### src/sv/ckbe_pkg.sv
`default_nettype none

package ckbe_pkg;

    localparam int STAGES      = 4;
    localparam int MAX_RESULTS = 5;
    localparam int QUEUE_DEPTH = 2;

    localparam int SLOT_W  = $clog2(MAX_RESULTS);
    localparam int COUNT_W = $clog2(MAX_RESULTS + 1);

    typedef logic [SLOT_W-1:0]  t_slot;
    typedef logic [COUNT_W-1:0] t_count;

    // register indexes
    localparam logic [2:0] REG_STAGE_COUNT   = 3'd0;
    localparam logic [2:0] REG_FIELD_KINDS   = 3'd1;
    localparam logic [2:0] REG_TAG_KINDS     = 3'd2;
    localparam logic [2:0] REG_TAG_VALUES    = 3'd3;
    localparam logic [2:0] REG_FIXED_LENGTHS = 3'd4;

    // field kinds
    localparam logic [1:0] KIND_FIXED   = 2'd0;
    localparam logic [1:0] KIND_ESCAPED = 2'd1;
    localparam logic [1:0] KIND_TAILING = 2'd2;
    localparam logic [1:0] KIND_OMITTED = 2'd3;

    // tag kinds
    localparam logic [1:0] TAG_NONE = 2'd0;
    localparam logic [1:0] TAG_ONE  = 2'd1;
    localparam logic [1:0] TAG_TWO  = 2'd2;

    localparam logic [7:0] BYTE_END = 8'd0;
    localparam logic [7:0] BYTE_ESC = 8'd1;

    typedef struct packed {
        logic [2:0]  stage_count;
        logic [7:0]  field_kinds;
        logic [7:0]  tag_kinds;
        logic [63:0] tag_values;
        logic [31:0] fixed_lengths;
    } t_cfg;

    // one classified item: the bytes it expands to and its end marks
    typedef struct packed {
        logic [MAX_RESULTS-1:0][7:0] bytes;
        t_count                      count;
        logic                        silent;
        logic                        recend;
        logic                        lenerr;
    } t_entry;

endpackage

`default_nettype wire

### src/sv/ckbe_front.sv
`default_nettype none

module ckbe_front (
    input  wire logic            i_clk,
    input  wire logic            i_rst_n,
    input  wire ckbe_pkg::t_cfg  i_cfg,
    input  wire logic            i_valid,
    output logic                 o_ready,
    input  wire logic [7:0]      i_key_byte,
    input  wire logic            i_has_byte,
    input  wire logic            i_key_last,
    input  wire logic            i_q_full,
    output logic                 o_push,
    output ckbe_pkg::t_entry     o_entry
);
    import ckbe_pkg::*;

    localparam logic [2:0] MAX_STAGES = 3'(STAGES);

    logic [1:0] r_stage, n_stage;
    logic [8:0] r_kcnt, n_kcnt;
    logic       accept;
    logic [1:0] sh;
    logic [1:0] kind;
    logic [1:0] tkind;
    logic [15:0] tval;
    logic [7:0] flen;
    logic [2:0] cnt;
    logic [8:0] kcnt_upd;
    t_entry     ent;
    t_count     pos;

    assign o_ready = !i_q_full;
    assign accept  = i_valid && o_ready;

    assign sh    = 2'(r_stage % STAGES);
    assign kind  = i_cfg.field_kinds[2*sh +: 2];
    assign tkind = i_cfg.tag_kinds[2*sh +: 2];
    assign tval  = i_cfg.tag_values[16*sh +: 16];
    assign flen  = i_cfg.fixed_lengths[8*sh +: 8];

    always_comb begin
        cnt = i_cfg.stage_count;
        if (cnt == 3'd0) begin
            cnt = 3'd1;
        end
        if (cnt > MAX_STAGES) begin
            cnt = MAX_STAGES;
        end
    end

    assign kcnt_upd = (i_has_byte && r_kcnt != 9'd511) ? r_kcnt + 9'd1 : r_kcnt;

    always_comb begin
        ent = '0;
        pos = '0;
        if (i_has_byte) begin
            if (kind == KIND_ESCAPED && (i_key_byte == BYTE_END || i_key_byte == BYTE_ESC)) begin
                ent.bytes[SLOT_W'(pos)] = BYTE_ESC;
                pos = pos + t_count'(1);
            end
            if (kind != KIND_OMITTED) begin
                ent.bytes[SLOT_W'(pos)] = i_key_byte;
                pos = pos + t_count'(1);
            end
        end
        if (i_key_last) begin
            if (kind == KIND_ESCAPED) begin
                ent.bytes[SLOT_W'(pos)] = BYTE_END;
                pos = pos + t_count'(1);
            end
            ent.lenerr = (kind == KIND_FIXED) && (kcnt_upd != {1'b0, flen});
            case (tkind)
                TAG_ONE: begin
                    ent.bytes[SLOT_W'(pos)] = tval[7:0];
                    pos = pos + t_count'(1);
                end
                TAG_TWO: begin
                    ent.bytes[SLOT_W'(pos)] = tval[15:8];
                    pos = pos + t_count'(1);
                    ent.bytes[SLOT_W'(pos)] = tval[7:0];
                    pos = pos + t_count'(1);
                end
                default: begin
                end
            endcase
            if (pos == '0) begin
                ent.silent = 1'b1;
                pos        = t_count'(1);
            end
            ent.recend = ({1'b0, r_stage} + 3'd1) >= cnt;
        end
        ent.count = pos;
    end

    assign o_entry = ent;
    assign o_push  = accept && (ent.count != '0);

    always_comb begin
        n_stage = r_stage;
        n_kcnt  = r_kcnt;
        if (accept) begin
            if (i_key_last) begin
                n_kcnt  = '0;
                n_stage = ent.recend ? 2'd0 : r_stage + 2'd1;
            end else begin
                n_kcnt = kcnt_upd;
            end
        end
    end

    always_ff @(posedge i_clk) begin
        if (!i_rst_n) begin
            r_stage <= '0;
            r_kcnt  <= '0;
        end else begin
            r_stage <= n_stage;
            r_kcnt  <= n_kcnt;
        end
    end

    ap_push_only_on_accept: assert property (@(posedge i_clk) disable iff (!i_rst_n)
        o_push |-> accept)
        else $error("push without an input transfer");
    ap_key_end_always_pushes: assert property (@(posedge i_clk) disable iff (!i_rst_n)
        accept && i_key_last |-> o_push)
        else $error("key end produced no entry");

endmodule

`default_nettype wire

### src/sv/ckbe_queue.sv
`default_nettype none

module ckbe_queue (
    input  wire logic              i_clk,
    input  wire logic              i_rst_n,
    input  wire logic              i_push,
    input  wire ckbe_pkg::t_entry  i_entry,
    output logic                   o_full,
    input  wire logic              i_pop,
    output logic                   o_valid,
    output ckbe_pkg::t_entry       o_entry
);
    import ckbe_pkg::*;

    localparam int PTR_W = (QUEUE_DEPTH > 1) ? $clog2(QUEUE_DEPTH) : 1;
    localparam int CNT_W = $clog2(QUEUE_DEPTH + 1);
    localparam logic [PTR_W-1:0] LAST_PTR = PTR_W'(QUEUE_DEPTH - 1);
    localparam logic [CNT_W-1:0] FULL_CNT = CNT_W'(QUEUE_DEPTH);

    t_entry           r_mem [QUEUE_DEPTH];
    logic [PTR_W-1:0] r_wr_ptr, n_wr_ptr;
    logic [PTR_W-1:0] r_rd_ptr, n_rd_ptr;
    logic [CNT_W-1:0] r_count, n_count;

    assign o_full  = (r_count == FULL_CNT);
    assign o_valid = (r_count != '0);
    assign o_entry = r_mem[r_rd_ptr];

    always_comb begin
        n_wr_ptr = r_wr_ptr;
        n_rd_ptr = r_rd_ptr;
        n_count  = r_count;
        if (i_push) begin
            n_wr_ptr = (r_wr_ptr == LAST_PTR) ? '0 : r_wr_ptr + PTR_W'(1);
        end
        if (i_pop) begin
            n_rd_ptr = (r_rd_ptr == LAST_PTR) ? '0 : r_rd_ptr + PTR_W'(1);
        end
        if (i_push && !i_pop) begin
            n_count = r_count + CNT_W'(1);
        end else if (!i_push && i_pop) begin
            n_count = r_count - CNT_W'(1);
        end
    end

    always_ff @(posedge i_clk) begin
        if (!i_rst_n) begin
            r_wr_ptr <= '0;
            r_rd_ptr <= '0;
            r_count  <= '0;
        end else begin
            r_wr_ptr <= n_wr_ptr;
            r_rd_ptr <= n_rd_ptr;
            r_count  <= n_count;
        end
    end

    always_ff @(posedge i_clk) begin
        if (i_push) begin
            r_mem[r_wr_ptr] <= i_entry;
        end
    end

    ap_no_overflow: assert property (@(posedge i_clk) disable iff (!i_rst_n)
        o_full |-> !i_push)
        else $error("queue overflow");
    ap_no_underflow: assert property (@(posedge i_clk) disable iff (!i_rst_n)
        i_pop |-> o_valid)
        else $error("queue underflow");

endmodule

`default_nettype wire

### src/sv/ckbe_back.sv
`default_nettype none

module ckbe_back (
    input  wire logic              i_clk,
    input  wire logic              i_rst_n,
    input  wire logic              i_q_valid,
    input  wire ckbe_pkg::t_entry  i_entry,
    output logic                   o_pop,
    output logic                   o_valid,
    input  wire logic              i_ready,
    output logic [7:0]             o_out_byte,
    output logic                   o_byte_valid,
    output logic                   o_run_last,
    output logic                   o_record_end,
    output logic                   o_length_error,
    output logic [15:0]            o_record_length
);
    import ckbe_pkg::*;

    logic        r_valid, n_valid;
    t_slot       r_idx, n_idx;
    logic [15:0] r_bir, n_bir;
    logic [7:0]  r_out_byte;
    logic        r_byte_valid;
    logic        r_run_last;
    logic        r_record_end;
    logic        r_length_error;
    logic [15:0] r_record_length;

    logic        adv;
    logic        last_slot;
    logic [15:0] bir_upd;

    assign adv       = i_q_valid && (!r_valid || i_ready);
    assign last_slot = (t_count'(r_idx) == i_entry.count - t_count'(1));
    assign o_pop     = adv && last_slot;
    assign bir_upd   = (!i_entry.silent && r_bir != 16'hFFFF) ? r_bir + 16'd1 : r_bir;

    always_comb begin
        n_valid = r_valid;
        n_idx   = r_idx;
        n_bir   = r_bir;
        if (adv) begin
            n_valid = 1'b1;
            n_idx   = last_slot ? '0 : r_idx + t_slot'(1);
            n_bir   = (last_slot && i_entry.recend) ? 16'd0 : bir_upd;
        end else if (i_ready) begin
            n_valid = 1'b0;
        end
    end

    always_ff @(posedge i_clk) begin
        if (!i_rst_n) begin
            r_valid <= 1'b0;
            r_idx   <= '0;
            r_bir   <= '0;
        end else begin
            r_valid <= n_valid;
            r_idx   <= n_idx;
            r_bir   <= n_bir;
        end
    end

    always_ff @(posedge i_clk) begin
        if (adv) begin
            r_out_byte      <= i_entry.silent ? 8'd0 : i_entry.bytes[r_idx];
            r_byte_valid    <= !i_entry.silent;
            r_run_last      <= last_slot;
            r_record_end    <= last_slot && i_entry.recend;
            r_length_error  <= last_slot && i_entry.lenerr;
            r_record_length <= bir_upd;
        end
    end

    assign o_valid         = r_valid;
    assign o_out_byte      = r_out_byte;
    assign o_byte_valid    = r_byte_valid;
    assign o_run_last      = r_run_last;
    assign o_record_end    = r_record_end;
    assign o_length_error  = r_length_error;
    assign o_record_length = r_record_length;

    ap_marks_on_last: assert property (@(posedge i_clk) disable iff (!i_rst_n)
        r_valid && (r_record_end || r_length_error) |-> r_run_last)
        else $error("end mark on a result that is not the last of its item");
    ap_silent_result: assert property (@(posedge i_clk) disable iff (!i_rst_n)
        r_valid && !r_byte_valid |-> r_run_last && r_out_byte == 8'd0)
        else $error("malformed empty result");

endmodule

`default_nettype wire

### src/sv/composite_key_byte_encoder_core.sv
`default_nettype none

// channel    direction  handshake           payload
// input      in         i_valid / o_ready   i_key_byte, i_has_byte, i_key_last
// result     out        o_valid / i_ready   o_out_byte, o_byte_valid, o_run_last,
//                                           o_record_end, o_length_error, o_record_length
// config     in         i_cfg_wr_en         i_cfg_addr, i_cfg_wdata
//
// An input transfer is taken every cycle while the two-entry queue has room.
// The back end emits one result per cycle unless the output stalls; an item expands to
// 1 to 5 results (at least one, silent if empty); an escaped key byte gives 1 or 2.
// Synchronous active-low reset clears stage, byte counts, queue and output valid.
// A stalled result holds in the output register; the queue keeps the input side moving.

module composite_key_byte_encoder_core (
    input  wire logic        i_clk,
    input  wire logic        i_rst_n,
    input  wire logic        i_cfg_wr_en,
    input  wire logic [2:0]  i_cfg_addr,
    input  wire logic [63:0] i_cfg_wdata,
    input  wire logic        i_valid,
    output logic             o_ready,
    input  wire logic [7:0]  i_key_byte,
    input  wire logic        i_has_byte,
    input  wire logic        i_key_last,
    output logic             o_valid,
    input  wire logic        i_ready,
    output logic [7:0]       o_out_byte,
    output logic             o_byte_valid,
    output logic             o_run_last,
    output logic             o_record_end,
    output logic             o_length_error,
    output logic [15:0]      o_record_length
);
    import ckbe_pkg::*;

    t_cfg   r_cfg, n_cfg;
    t_entry push_entry;
    t_entry head_entry;
    logic   push;
    logic   pop;
    logic   q_full;
    logic   q_valid;

    always_comb begin
        n_cfg = r_cfg;
        if (i_cfg_wr_en) begin
            unique case (i_cfg_addr)
                REG_STAGE_COUNT:   n_cfg.stage_count   = i_cfg_wdata[2:0];
                REG_FIELD_KINDS:   n_cfg.field_kinds   = i_cfg_wdata[7:0];
                REG_TAG_KINDS:     n_cfg.tag_kinds     = i_cfg_wdata[7:0];
                REG_TAG_VALUES:    n_cfg.tag_values    = i_cfg_wdata;
                REG_FIXED_LENGTHS: n_cfg.fixed_lengths = i_cfg_wdata[31:0];
                default: begin
                end
            endcase
        end
    end

    always_ff @(posedge i_clk) begin
        if (!i_rst_n) begin
            r_cfg             <= '0;
            r_cfg.stage_count <= 3'd1;
        end else begin
            r_cfg <= n_cfg;
        end
    end

    ckbe_front u_front (
        .i_clk      (i_clk),
        .i_rst_n    (i_rst_n),
        .i_cfg      (r_cfg),
        .i_valid    (i_valid),
        .o_ready    (o_ready),
        .i_key_byte (i_key_byte),
        .i_has_byte (i_has_byte),
        .i_key_last (i_key_last),
        .i_q_full   (q_full),
        .o_push     (push),
        .o_entry    (push_entry)
    );

    ckbe_queue u_queue (
        .i_clk   (i_clk),
        .i_rst_n (i_rst_n),
        .i_push  (push),
        .i_entry (push_entry),
        .o_full  (q_full),
        .i_pop   (pop),
        .o_valid (q_valid),
        .o_entry (head_entry)
    );

    ckbe_back u_back (
        .i_clk           (i_clk),
        .i_rst_n         (i_rst_n),
        .i_q_valid       (q_valid),
        .i_entry         (head_entry),
        .o_pop           (pop),
        .o_valid         (o_valid),
        .i_ready         (i_ready),
        .o_out_byte      (o_out_byte),
        .o_byte_valid    (o_byte_valid),
        .o_run_last      (o_run_last),
        .o_record_end    (o_record_end),
        .o_length_error  (o_length_error),
        .o_record_length (o_record_length)
    );

endmodule

`default_nettype wire

### config.mk
export PLATFORM = sky130hd
export DESIGN_NAME = composite_key_byte_encoder_core
export DESIGN_NICKNAME = d
export VERILOG_FILES = /design/src/sv/ckbe_pkg.sv /design/src/sv/ckbe_front.sv /design/src/sv/ckbe_queue.sv /design/src/sv/ckbe_back.sv /design/src/sv/composite_key_byte_encoder_core.sv
export SDC_FILE = /design/constraint.sdc
export NUM_CORES = 1
export LEC_CHECK = 0
export ABC_AREA = 0
export BUFFER_PORTS_ARGS = -buffer_cell sky130_fd_sc_hd__buf_2
export CAP_MARGIN = 20
export CORE_ASPECT_RATIO = 0.8
export CORE_MARGIN = 3
export CORE_UTILIZATION = 53
export CTS_CLUSTER_DIAMETER = 50
export CTS_CLUSTER_SIZE = 24
export DETAILED_ROUTE_END_ITERATION = 7
export PLACE_DENSITY = 0.7
export SETUP_SLACK_MARGIN = 0.2
export SLEW_MARGIN = 20
export SYNTH_ARGS = -nofsm -noshare
export SYNTH_HDL_FRONTEND = slang
export SYNTH_SLANG_ARGS = --single-unit
### constraint.sdc
create_clock -name i_clk -period 5.4 [get_ports i_clk]
set_clock_uncertainty 0.1 [all_clocks]
set_input_delay 1.08 -clock i_clk [delete_from_list [all_inputs] [get_ports i_clk]]
set_output_delay 1.08 -clock i_clk [all_outputs]
set_load 0.02 [all_outputs]
# Yosys cells after proc, flatten, opt, wreduce, memory -nomap -nowiden
# Memories as Yosys holds them, arrays and structs flattened. A register that Yosys moved wholly into a read port is not among the register bits.
# Index checks and enable logic that the tools add are counted.
[op_classes]
n_addsub = 14
mul = 0
n_div = 0
magnitude_cmp = 11
eq_ne = 14
shift = 4
mux = 52
bitwise_logic = 2
reduce_logical = 38
[op_table]
columns = ["operator", "count"]
rows = [
  ["2-to-1 mux 40 bit", 5],
  ["bitwise mux 40 bit", 4],
  ["demux 8 bit (select 3 bit)", 4],
  ["case mux 40 bit (2 select lines)", 1],
  ["variable part select 64 x 7 -> 16 bit", 1],
  ["2-to-1 mux 8 bit", 6],
  ["AND 40 bit", 1],
  ["inverter 40 bit", 1],
  ["2-to-1 mux 3 bit", 12],
  ["2-to-1 mux 16 bit", 2],
  ["variable part select 32 x 6 -> 8 bit", 1],
  ["binary-select mux 8 bit (select 3 bit)", 1],
  ["less-than comparator 3 x 4 -> 1 bit (second input constant)", 5],
  ["2-to-1 mux 9 bit", 2],
  ["adder 16 x 1 -> 16 bit (second input constant)", 1],
  ["logical AND 1 bit", 16],
  ["!= test 16 bit (second input constant)", 1],
  ["variable part select 8 x 4 -> 2 bit", 2],
  ["adder 3 x 1 -> 3 bit (second input constant)", 5],
  ["greater-or-equal comparator 3 x 1 -> 1 bit (second input constant)", 4],
  ["AND reduction 2 bit", 6],
  ["2-to-1 mux 1 bit", 11],
  ["adder 9 x 1 -> 9 bit (second input constant)", 1],
  ["zero test 3 bit", 3],
  ["25 further kinds", 39],
]
[totals]
reg_bits = 178
latchBits = 0
mem_bits_rw = 92
mem_bits_ro = 0
inputBits = 82
n_memories = 1
[memory_table]
columns = ["name", "depth", "word_bits", "read_ports", "rd_clocked_by_memory_dff", "wr", "line_no", "source"]
rows = [
  ["u_queue.r_mem", 2, 46, 1, 1, 1, "ckbe_queue.sv:20", "t_entry r_mem [QUEUE_DEPTH];"],
]

# Depth between registers and ports, before layout
# Gate-level depths: netlist (run 1).
[logic_depth]
word_depth = 24
mapped_depth = 17

# Hierarchy
# A second synthesis (run 1) with hierarchy kept.
[hier_totals]
cells_unflattened = 1263
area_unflattened_um2 = 13589.3
[by_module_without_submodules]
columns = ["module", "instances", "cells_per_inst", "area_per_inst_um2", "seq_area_each_um2"]
rows = [
  ["composite_key_byte_encoder_core", 1, 448, 4398.0, 2302.2],
  ["ckbe_queue", 1, 165, 3554.7, 2862.7],
  ["ckbe_front", 1, 421, 3100.5, 220.2],
  ["ckbe_back", 1, 229, 2536.2, 1241.2],
]

# Worst setup path before layout (run 1)
# No wires, ideal clock.
[synth_timing]
kind = "input-to-reg"
start = "in i_key_byte[1]"
end = "mem u_queue.r_mem[0][0] in the netlist's numbering, enable pin"
arrival_time_ns = 4.485
path_slack_ns = 0.359
cell_stages = 8
n_path_buf = 0
cell_sequence = "nor4_1 -> and3_1 -> ha_1 -> nand2_2 -> bufinv_16 -> nor2_1 -> a21oi_1 -> nor2b_1"
[synth_via]
elab_chain_cells = 22
word_cells_on_any_way = 23
classes_between = "add/sub: 4; eq/ne: 1; mux: 12; reduce/logical: 6"
[synth_rtl]
columns = ["item", "line_no", "source"]
rows = [
  ["start: declaration", "composite_key_byte_encoder_core.sv:23", "input wire logic [7:0] i_key_byte,"],
  ["equality test 8 x 1 -> 1 bit / zero test 8 bit (equally long branches)", "ckbe_front.sv:58", "if (kind == KIND_ESCAPED && (i_key_byte == BYTE_END || i_key_byte == BYTE_ESC)) begin"],
  ["logical OR 1 bit (*)", "ckbe_front.sv:58", ""],
  ["logical AND 1 bit (*)", "ckbe_front.sv:58", ""],
  ["2-to-1 mux 1 bit (*)", "ckbe_front.sv:58", ""],
  ["2-to-1 mux 3 bit (*)", "ckbe_front.sv:57", "if (i_has_byte) begin"],
  ["adder 3 x 1 -> 3 bit", "ckbe_front.sv:64", "pos = pos + t_count'(1);"],
  ["2-to-1 mux 3 bit (*)", "ckbe_front.sv:62", "if (kind != KIND_OMITTED) begin"],
  ["2-to-1 mux 3 bit (*)", "ckbe_front.sv:57", ""],
  ["[... 7 more ...]", "-", ""],
  ["zero test 3 bit", "ckbe_front.sv:87", "if (pos == '0) begin"],
  ["2-to-1 mux 3 bit", "ckbe_front.sv:87", ""],
  ["2-to-1 mux 3 bit (*)", "ckbe_front.sv:67", "if (i_key_last) begin"],
  ["nonzero test 3 bit (*)", "ckbe_front.sv:97", "assign o_push = accept && (ent.count != '0);"],
  ["logical AND 1 bit (*)", "ckbe_front.sv:97", ""],
  ["net push", "composite_key_byte_encoder_core.sv:40", "logic push;"],
  ["2-to-1 mux 1 bit (*)", "ckbe_queue.sv:59", "if (i_push) begin"],
  ["2-to-1 mux 1 bit (implied by the code) (*)", "ckbe_queue.sv:60", "r_mem[r_wr_ptr] <= i_entry;"],
  ["end: declaration", "ckbe_queue.sv:20", ""],
]
# Mark *: on every way through the listed nets, which the timed path passes. The rest lies on a longest branch. The select of a mux whose other input is x is not followed.

==> summary.log, run 1 <==
[worst_hold_path] HP Start r_cfg[47]
[global_routing] via count of the first global-routing pass 9,164
[clock_tree] H-tree lvl count 1
[pwr] part of the power in the clock network 33.7%
[drt] Post-route DRC 0
[worst_setup_path] list of cells traversed by the critical path and2b_1 > mux4_2 > and3_1 > ha_1 > nand2_2 > ha_1 > mux2_2 > ha_1 > inv_1 > or4_4 > a311oi_4 > o21ai_1 > a21oi_1
[clock_tree] clock buffers created by TritonCTS 25
[yosys] number of unique standard cell types used by synthesis 83
[yosys] sequential share of the synthesized area 49.7%
[global_routing] initial antenna violation count 0
[placement] placed instance area 14,000 um^2
[drt] remaining number of nets flagged by the antenna check after routing 0
[yosys] Avg Cell Area, Syn 10.5 um^2
[worst_setup_path] reg2reg path depth 13
[pwr] fraction of power consumed by combinational cells 20.8%
[global_routing] global routing usage summed across all routing layers 23.2%
[pwr] total design power 5.55 mW
[final_layout] number of nets in the final layout 1,439
[worst_setup_path] Crit path buffers/inverters 1
[clock_tree] deepest clock path buffer count 3
[worst_setup_path] required time of the critical path 5640 ps
[placement] HPWL after detailed placement 22.1 mm
[worst_hold_path] worst hold path class flop to flop
[worst_setup_path] dominant delay contributor by cell family on the critical path simple AND/OR/NAND/NOR gates
[floorplan] die span in y 148 um
[clock_tree] CTS sink count 271
[floorplan] total die area 27,100 um^2
[drt] total routed wirelength 32.0 mm
[yosys] Cell Area, Synth 13,300 um^2
[placement] Port Buffer Count 111
[floorplan] number of rows in the core area 51
[yosys] net count after synthesis 1,366
[pwr] Power Internal 3.89 mW
[worst_hold_path] Hold Path Stages 2
[clock_tree] clock tree from TritonCTS built
[yosys] Synth Register Bits 271
[timing] final critical-path required period 4880 ps
[clock_tree] clock latency at the later pin of the worst-skew pair 530 ps
[pwr] Max rail drop VDD 0.185 mV
[clock_tree] count of hold buffers inserted by post-cts repair 0
[run_status] outcome finished, final reports clean
[pwr] relative contribution of sequential cells to total power 45.5%
[timing] Tightest Pin Transition 1120 ps
[worst_setup_path] critical setup path kind flop to flop
[worst_setup_path] Crit Reg-Reg Startpoint r_cfg[111]
[worst_setup_path] Worst EP arrival 5120 ps
[timing] Setup violations, final 0
[job] Max-cap violations 0
[worst_setup_path] biggest fanout along the worst timing path 12
[yosys] Warnings, synthesis 0
[final_layout] total of fill cells in the finished design 2,098
[final_layout] n_diodes 0
[pwr] power per unit of standard cell area 373 nW/um^2
[floorplan] core area 24,500 um^2
[final_layout] Sequential cell area 6630 um^2
[timing] Max Fclk 205 MHz
[worst_setup_path] crit end category flop
[global_routing] first-pass GRT wire length 50.2 mm
[timing] final hold slack 363 ps
[drt] Vias 9,870
[timing] period utilisation layout 90.3%
[floorplan] Initial Utilization 54.4%
[drt] DR pass1 iterations 5
[timing] Fin. Hold Viols 0
[worst_setup_path] R2R Setup Slk 520 ps
[final_layout] Synth-to-Final Area Change 11.6%
[pwr] standby leakage power 5.10 nW
[yosys] flip-flop cell with the highest count after synthesis sky130_fd_sc_hd__dfxtp_1
[pwr] NetSw 1.66 mW
[drt] via density per instance 5.89
[worst_setup_path] Slowest cell on crit path sky130_fd_sc_hd__mux4_2
[drt] wire length per cell 19.1 um
[yosys] count of flip-flops with a built-in enable after synthesis 120
[timing] Setup TNS Final 0 ps
[worst_setup_path] Worst path most repeated cell sky130_fd_sc_hd__ha_1
[clock_tree] PostCTS Resize Cnt 0
[global_routing] overall overflow remaining after global route 0
[yosys] share of async-settable or async-resettable flops after synthesis 0%
[pwr] net switching fraction of the power 29.9%
[final_layout] final core utilization 60.7%
[timing] setup repair after global routing missed its margin no
[worst_setup_path] endpoint of the worst register-to-register path u_queue.r_mem[0][44]
[floorplan] floorplan die width 183 um
[clock_tree] Reg clk slew, reported paths 80 ps
[clock_tree] total setup buffers inserted after CTS 0
[worst_hold_path] Hold Path End r_cfg[47]
[final_layout] ratio of cells with drive above 1 in the final layout 17.5%
[global_routing] pin count of the biggest net entering global routing 101
[timing] worst slew margin relative to its limit 25.5%
[worst_setup_path] delay of the slowest cell on the worst path 630 ps
[floorplan] number of ports placed on the die boundary 112
[drt] first-iteration detailed-routing DRC count 896
[timing] count of pins over their slew limit 0
[final_layout] final design area excluding fillers 14,900 um^2
[worst_setup_path] Critical Path Source Type flop
[yosys] synthesized instance count 1,266
[clock_tree] cell at the root of the clock tree sky130_fd_sc_hd__clkbuf_16
[placement] last weighted congestion value of the routability-driven placer 0.885
[final_layout] multi-input gate area in the final layout 6180 um^2
==> how the worst max path moves through the flow <==
stage                  startpoint                   end  slack (ps)  depth (start not counted)
global route           r_cfg[111]  u_queue.r_mem[1][42]         290                         13
detailed placement  i_key_byte[1]  u_queue.r_mem[1][45]         470                         13
CTS                    r_cfg[111]  u_queue.r_mem[1][45]         600                         13
global placement    i_key_byte[1]  u_queue.r_mem[0][40]         530                         13
floorplan           i_key_byte[1]   u_queue.r_mem[0][0]         360                          8
finish                 r_cfg[111]  u_queue.r_mem[0][44]         520                         13
==> state kept, by name, indices dropped and copies added, names as in the netlist, named ones only <==
name	flops
u_back.o_byte_valid	1
u_queue.r_rd_ptr	1
u_back.r_bir	16
u_queue.r_count	2
u_back.o_record_end	1
u_back.o_valid	1
u_back.o_length_error	1
u_back.o_record_length	16
r_cfg	115
u_front.r_stage	2
u_queue.r_wr_ptr	1
u_queue.r_mem	92
u_front.r_kcnt	9
u_back.o_run_last	1
u_back.o_out_byte	8
u_back.r_idx	3
==> area by class of cell <==
| cell class | instances | area share (%) |
|---|---|---|
| multi-input cells | 889 | 41.5 |
| flip-flops and latches | 271 | 44.6 |
| clock buffers | 27 | 4.26 |
| inverters | 26 | 0.833 |
| well taps | 318 | 2.67 |
| repair buffers | 126 | 4.59 |
| clock inverters | 18 | 1.55 |
==> worst register-to-register path, delay by kind of cell (launching register included) <==
family | cells | cell delay [ps]
AO/OA/AOI/OAI | 3 | 770
adder cells (fa/ha/maj) | 3 | 1220
buffers and inverters | 1 | 130
flip-flops | 1 | 360
multiplexers | 2 | 890
AND/OR/NAND/NOR | 4 | 1230
==> placed cells by master (no fill, tap or decap), types with 15 or more instances in the layout <==
| master | instances |
|---|---|
| sky130_fd_sc_hd__buf_4 | 15 |
| sky130_fd_sc_hd__o21ai_0 | 38 |
| sky130_fd_sc_hd__inv_1 | 23 |
| sky130_fd_sc_hd__ha_1 | 18 |
| sky130_fd_sc_hd__a21oi_1 | 46 |
| sky130_fd_sc_hd__buf_2 | 110 |
| sky130_fd_sc_hd__nor2b_1 | 19 |
| sky130_fd_sc_hd__o22ai_1 | 15 |
| sky130_fd_sc_hd__nand2_1 | 278 |
| sky130_fd_sc_hd__xnor2_1 | 17 |
| sky130_fd_sc_hd__dfxtp_1 | 149 |
| sky130_fd_sc_hd__nor2_1 | 46 |
| sky130_fd_sc_hd__a21boi_0 | 115 |
| sky130_fd_sc_hd__edfxtp_1 | 120 |
| sky130_fd_sc_hd__mux4_2 | 29 |
| sky130_fd_sc_hd__mux2i_1 | 29 |
| sky130_fd_sc_hd__mux4_1 | 16 |
| sky130_fd_sc_hd__clkbuf_16 | 25 |
| sky130_fd_sc_hd__nand3_1 | 23 |
==> synth_stat cells, drive strengths merged, types with 4 or more instances <==
cell type / n / area, um^2
clkbuf: 63 / 290
nor2: 46 / 173
xor2: 12 / 105
a21oi: 48 / 248
a22oi: 11 / 87.6
inv: 25 / 93.8
nand2b: 11 / 71.3
or3: 9 / 58.8
o21ai: 47 / 235
ha: 18 / 225
a32o: 4 / 40.0
and4: 4 / 35.0
nor4: 5 / 46.3
o22a: 9 / 78.8
nor2b: 20 / 125
nor3: 15 / 85.1
dfxtp: 151 / 3020
mux4: 45 / 1070
buf: 16 / 121
o2bb2ai: 9 / 78.8
a21boi: 117 / 878
o31ai: 5 / 37.5
xnor2: 18 / 165
or3b: 5 / 43.8
mux2: 5 / 60.1
nand2: 281 / 1060
mux2i: 29 / 290
a311oi: 9 / 96.4
edfxtp: 120 / 3600
a21o: 4 / 30.0
o22ai: 15 / 93.8
and3: 8 / 50.1
and2: 16 / 100
or2: 4 / 25.0
nand3: 25 / 125
==> cell families after synthesis <==
| group | after synthesis | synth area share, % |
|---|---|---|
| XOR/XNOR | 31 | 2.20 |
| adder cells (fa/ha/maj) | 18 | 1.69 |
| AND/OR/NAND/NOR | 463 | 16.0 |
| multiplexers | 79 | 10.7 |
| AO/OA/AOI/OAI | 298 | 15.7 |
| buffers and inverters | 106 | 4.09 |
| flip-flops | 271 | 49.7 |
==> power groups by stage <==
| stage | clock network [mW] | logic (mW) | registers [mW] |
|---|---|---|---|
| floorplan | 0 | 0.675 | 2.69 |
| CTS | 1.90 | 1.16 | 2.53 |
| global route | 1.98 | 1.25 | 2.55 |
| finish | 1.87 | 1.15 | 2.53 |
| detailed placement | 0 | 1.16 | 2.58 |
| global placement | 0 | 1.14 | 2.57 |
==> routing by layer <==
layer | part of all wire, % | routed length, um | track usage, %
met5 | 0 | 0 | 0
met4 | 2.4 | 756 | 5.48
met3 | 7.7 | 2460 | 2.90
met2 | 45 | 14200 | 35.8
met1 | 45 | 14500 | 35.2
==> metrics by stage <==
| stage | std cells | setup WS, ps |
|---|---|---|
| 2_1_floorplan | 1266 | 359 |
| 3_3_place_gp | 1630 | 525 |
| 3_5_place_dp | 1630 | 467 |
| 4_1_cts | 1675 | 595 |
| 5_1_grt | 1675 | 290 |
| 6_report | 1675 | 522 |
Note: power is estimated with default switching activity, not from simulation.
==> run 2, diff against run 1 <==
BUFFER_PORTS_ARGS = not set   (was -buffer_cell sky130_fd_sc_hd__buf_2)
DONT_BUFFER_PORTS = 1   (was not set)
PLACE_DENSITY = 0.66   (was 0.7)
==> run 2 against run 1 <==
Net effect: die area unchanged; first-iteration DRC count grew 0.22%; final cell count decreased by 6.4%; flip-flop and latch count unchanged; sequential share of layout area increased by 1.5 points; non-clock buffer count decreased by 114; cell area decreased by 3.3%; sequential power grew 6%; via count decreased by 4.4%; combinational power down 27%; hold slack got worse by 3.5 ps; largest power group unchanged.
==> summary.log, run 2 (synthesis gave the netlist of run 1 again) <==
[global_routing] overall overflow remaining after global route 0
[floorplan] core area 24,500 um^2
[global_routing] global routing usage summed across all routing layers 23.6%
[drt] wire length per cell 20.5 um
[timing] Max Fclk 204 MHz
[final_layout] largest registers in the final layout r_cfg x115, u_queue.r_mem x92
[worst_setup_path] Crit path buffers/inverters 1
[timing] final critical-path required period 4910 ps
[pwr] Max rail drop VDD 0.276 mV
[timing] count of pins over their slew limit 0
[worst_setup_path] endpoint of the worst register-to-register path u_queue.r_mem[0][38]
[worst_setup_path] Slowest cell on crit path sky130_fd_sc_hd__mux4_2
[global_routing] GRT met1 Usage 32.8%
[worst_setup_path] reg2reg path depth 13
[global_routing] M2 GR Usage 38.1%
[placement] last weighted congestion value of the routability-driven placer 0.855
[worst_setup_path] crit end category flop
[timing] Setup TNS Final 0 ps
[timing] worst slew margin relative to its limit 31.2%
[worst_setup_path] required time of the critical path 5650 ps
[global_routing] first-pass GRT wire length 51.1 mm
[timing] Setup violations, final 0
[worst_setup_path] dominant delay contributor by cell family on the critical path simple AND/OR/NAND/NOR gates
[clock_tree] PostCTS Resize Cnt 0
[worst_setup_path] path length in cells of the critical path 13
[drt] DR pass1 iterations 5
[pwr] power per unit of standard cell area 380 nW/um^2
[global_routing] initial antenna violation count 0
[worst_setup_path] critical setup path kind flop to flop
[global_routing] peak-usage layer in the global routing report met2
[worst_setup_path] delay of the slowest cell on the worst path 620 ps
[placement] Port Buffer Count 0
[pwr] NetSw 1.61 mW
[timing] Tightest Pin Transition 1030 ps
[drt] via density per instance 6.02
[worst_setup_path] biggest fanout along the worst timing path 11
[clock_tree] clock buffers created by TritonCTS 28
[drt] Post-route DRC 0
[final_layout] most common cell after layout, fill and taps aside sky130_fd_sc_hd__nand2_1
[floorplan] die span in y 148 um
[final_layout] max reg flops 115
[pwr] net switching fraction of the power 29.5%
[worst_setup_path] R2R Setup Slk 490 ps
[clock_tree] H-tree lvl count 1
[clock_tree] deepest clock path buffer count 3
[final_layout] total of fill cells in the finished design 2,120
[final_layout] n_diodes 0
[worst_setup_path] Critical Path Source Type flop
[run_status] outcome finished, final reports clean
[worst_setup_path] Worst path most repeated cell sky130_fd_sc_hd__ha_1
[final_layout] ratio of cells with drive above 1 in the final layout 10.2%
[global_routing] via count of the first global-routing pass 9,216
[clock_tree] total setup buffers inserted after CTS 0
[drt] total routed wirelength 32.1 mm
[clock_tree] cell at the root of the clock tree sky130_fd_sc_hd__clkbuf_16
[worst_hold_path] Hold Path Stages 2
[drt] Vias 9,439
[timing] period utilisation layout 90.9%
[final_layout] number of nets in the final layout 1,328
[final_layout] top library cells by usage in the layout, fill and taps aside 278 x sky130_fd_sc_hd__nand2_1, 149 x sky130_fd_sc_hd__dfxtp_1, 120 x sky130_fd_sc_hd__edfxtp_1, 115 x sky130_fd_sc_hd__a21boi_0
[floorplan] number of ports placed on the die boundary 112
[timing] setup repair after global routing missed its margin no
[final_layout] Synth-to-Final Area Change 7.88%
[pwr] Power Internal 3.86 mW
[clock_tree] CTS sink count 271
[worst_hold_path] worst hold path class flop to flop
[floorplan] total die area 27,100 um^2
[worst_setup_path] Crit Reg-Reg Startpoint r_cfg[111]
[job] Max-cap violations 0
[clock_tree] clock latency at the later pin of the worst-skew pair 560 ps
[worst_setup_path] CP Capture Point u_queue.r_mem[0][38]
[clock_tree] Reg clk slew, reported paths 70 ps
[worst_setup_path] Worst EP arrival 5170 ps
[floorplan] number of rows in the core area 51
[drt] first-iteration detailed-routing DRC count 898
[pwr] standby leakage power 4.66 nW
[clock_tree] clock tree from TritonCTS built
[final_layout] final design area excluding fillers 14,400 um^2
[placement] HPWL after detailed placement 21.9 mm
[pwr] part of the power in the clock network 35.5%
[worst_setup_path] list of cells traversed by the critical path and2b_1 > mux4_2 > and3_1 > ha_1 > nand2_2 > ha_1 > mux2_2 > ha_1 > inv_1 > or4_4 > a311oi_4 > o21ai_1 > a21oi_1
[final_layout] register with the most flip-flops r_cfg
[global_routing] pin count of the biggest net entering global routing 163
[pwr] fraction of power consumed by combinational cells 15.3%
[placement] placed instance area 13,400 um^2
[global_routing] fraction of met3 tracks used by global routing 5.56%
[floorplan] Initial Utilization 54.4%
[pwr] relative contribution of sequential cells to total power 49.2%
[clock_tree] count of hold buffers inserted by post-cts repair 0
[timing] Fin. Hold Viols 0
[worst_setup_path] critical path startpoint r_cfg[111]
[drt] remaining number of nets flagged by the antenna check after routing 0
[floorplan] floorplan die width 183 um
[run 2: cell types whose count changed in the layout (fill, tap and decap cells not counted), moves of 2 or more]
cell / delta
sky130_fd_sc_hd__inv_8: -4
sky130_fd_sc_hd__clkbuf_16: +3
sky130_fd_sc_hd__clkinv_1: +2
sky130_fd_sc_hd__clkinvlp_4: +2
sky130_fd_sc_hd__buf_4: -5
sky130_fd_sc_hd__inv_6: +2
sky130_fd_sc_hd__buf_2: -110
[run 2: how the worst min path moves through the flow]
stage                     slack [ps]      start   endpoint
after CTS                        360  r_cfg[56]  r_cfg[56]
final                            360  r_cfg[50]  r_cfg[50]
after global routing             380  r_cfg[41]  r_cfg[41]
after detailed placement         350  r_cfg[56]  r_cfg[56]
after floorplan                  340  r_cfg[48]  r_cfg[48]
after global placement           350  r_cfg[60]  r_cfg[60]
[run 2: routing by layer]
metal,part of all wire (%),wire (um),vias to the layer above
met5,0,0,-
met4,1.6,502,0
met3,7.5,2410,42
met2,47,15000,302
met1,44,14200,4584
li1,-,-,4511
[run 2: cell type report]
cell class / count / area, um^2 / share of cell area [%]
multi-input cells: 889 / 6180 / 43.0
clock buffers: 31 / 712 / 4.95
well taps: 318 / 398 / 2.77
inverters: 26 / 124 / 0.861
repair buffers: 12 / 115 / 0.800
clock inverters: 21 / 220 / 1.53
flip-flops and latches: 271 / 6630 / 46.1
[run 2: power by group through the flow]
| stage | sequential, mW | clock [mW] | combinational (mW) |
|---|---|---|---|
| after floorplan | 2.69 | 0 | 0.675 |
| after global placement | 2.73 | 0 | 0.833 |
| after detailed placement | 2.74 | 0 | 0.843 |
| after CTS | 2.70 | 1.98 | 0.847 |
| after global routing | 2.72 | 2.06 | 0.929 |
| final | 2.69 | 1.94 | 0.837 |
[run 2: worst register-to-register path, delay by kind of cell (launching register included)]
family	cells	cell delay [ps]
and+or+nand+nor	4	1180
buffers and inverters	1	120
adders and majority gates	3	1160
AOI/OAI and AO/OA	3	910
muxes	2	870
DFF	1	370
[run 2: metrics by stage]
step | hold slack (ps) | utilization [%] | power [mW] | cells | setup slack (ps)
after floorplan | 339 | - | 3.37 | 1266 | 359
after global placement | 346 | 54.8 | 3.57 | 1516 | 683
after detailed placement | 353 | 54.9 | 3.59 | 1516 | 543
after CTS | 362 | 58.7 | 5.53 | 1568 | 568
after global routing | 383 | 58.7 | 5.71 | 1568 | 228
final | 360 | 58.7 | 5.47 | 1568 | 490
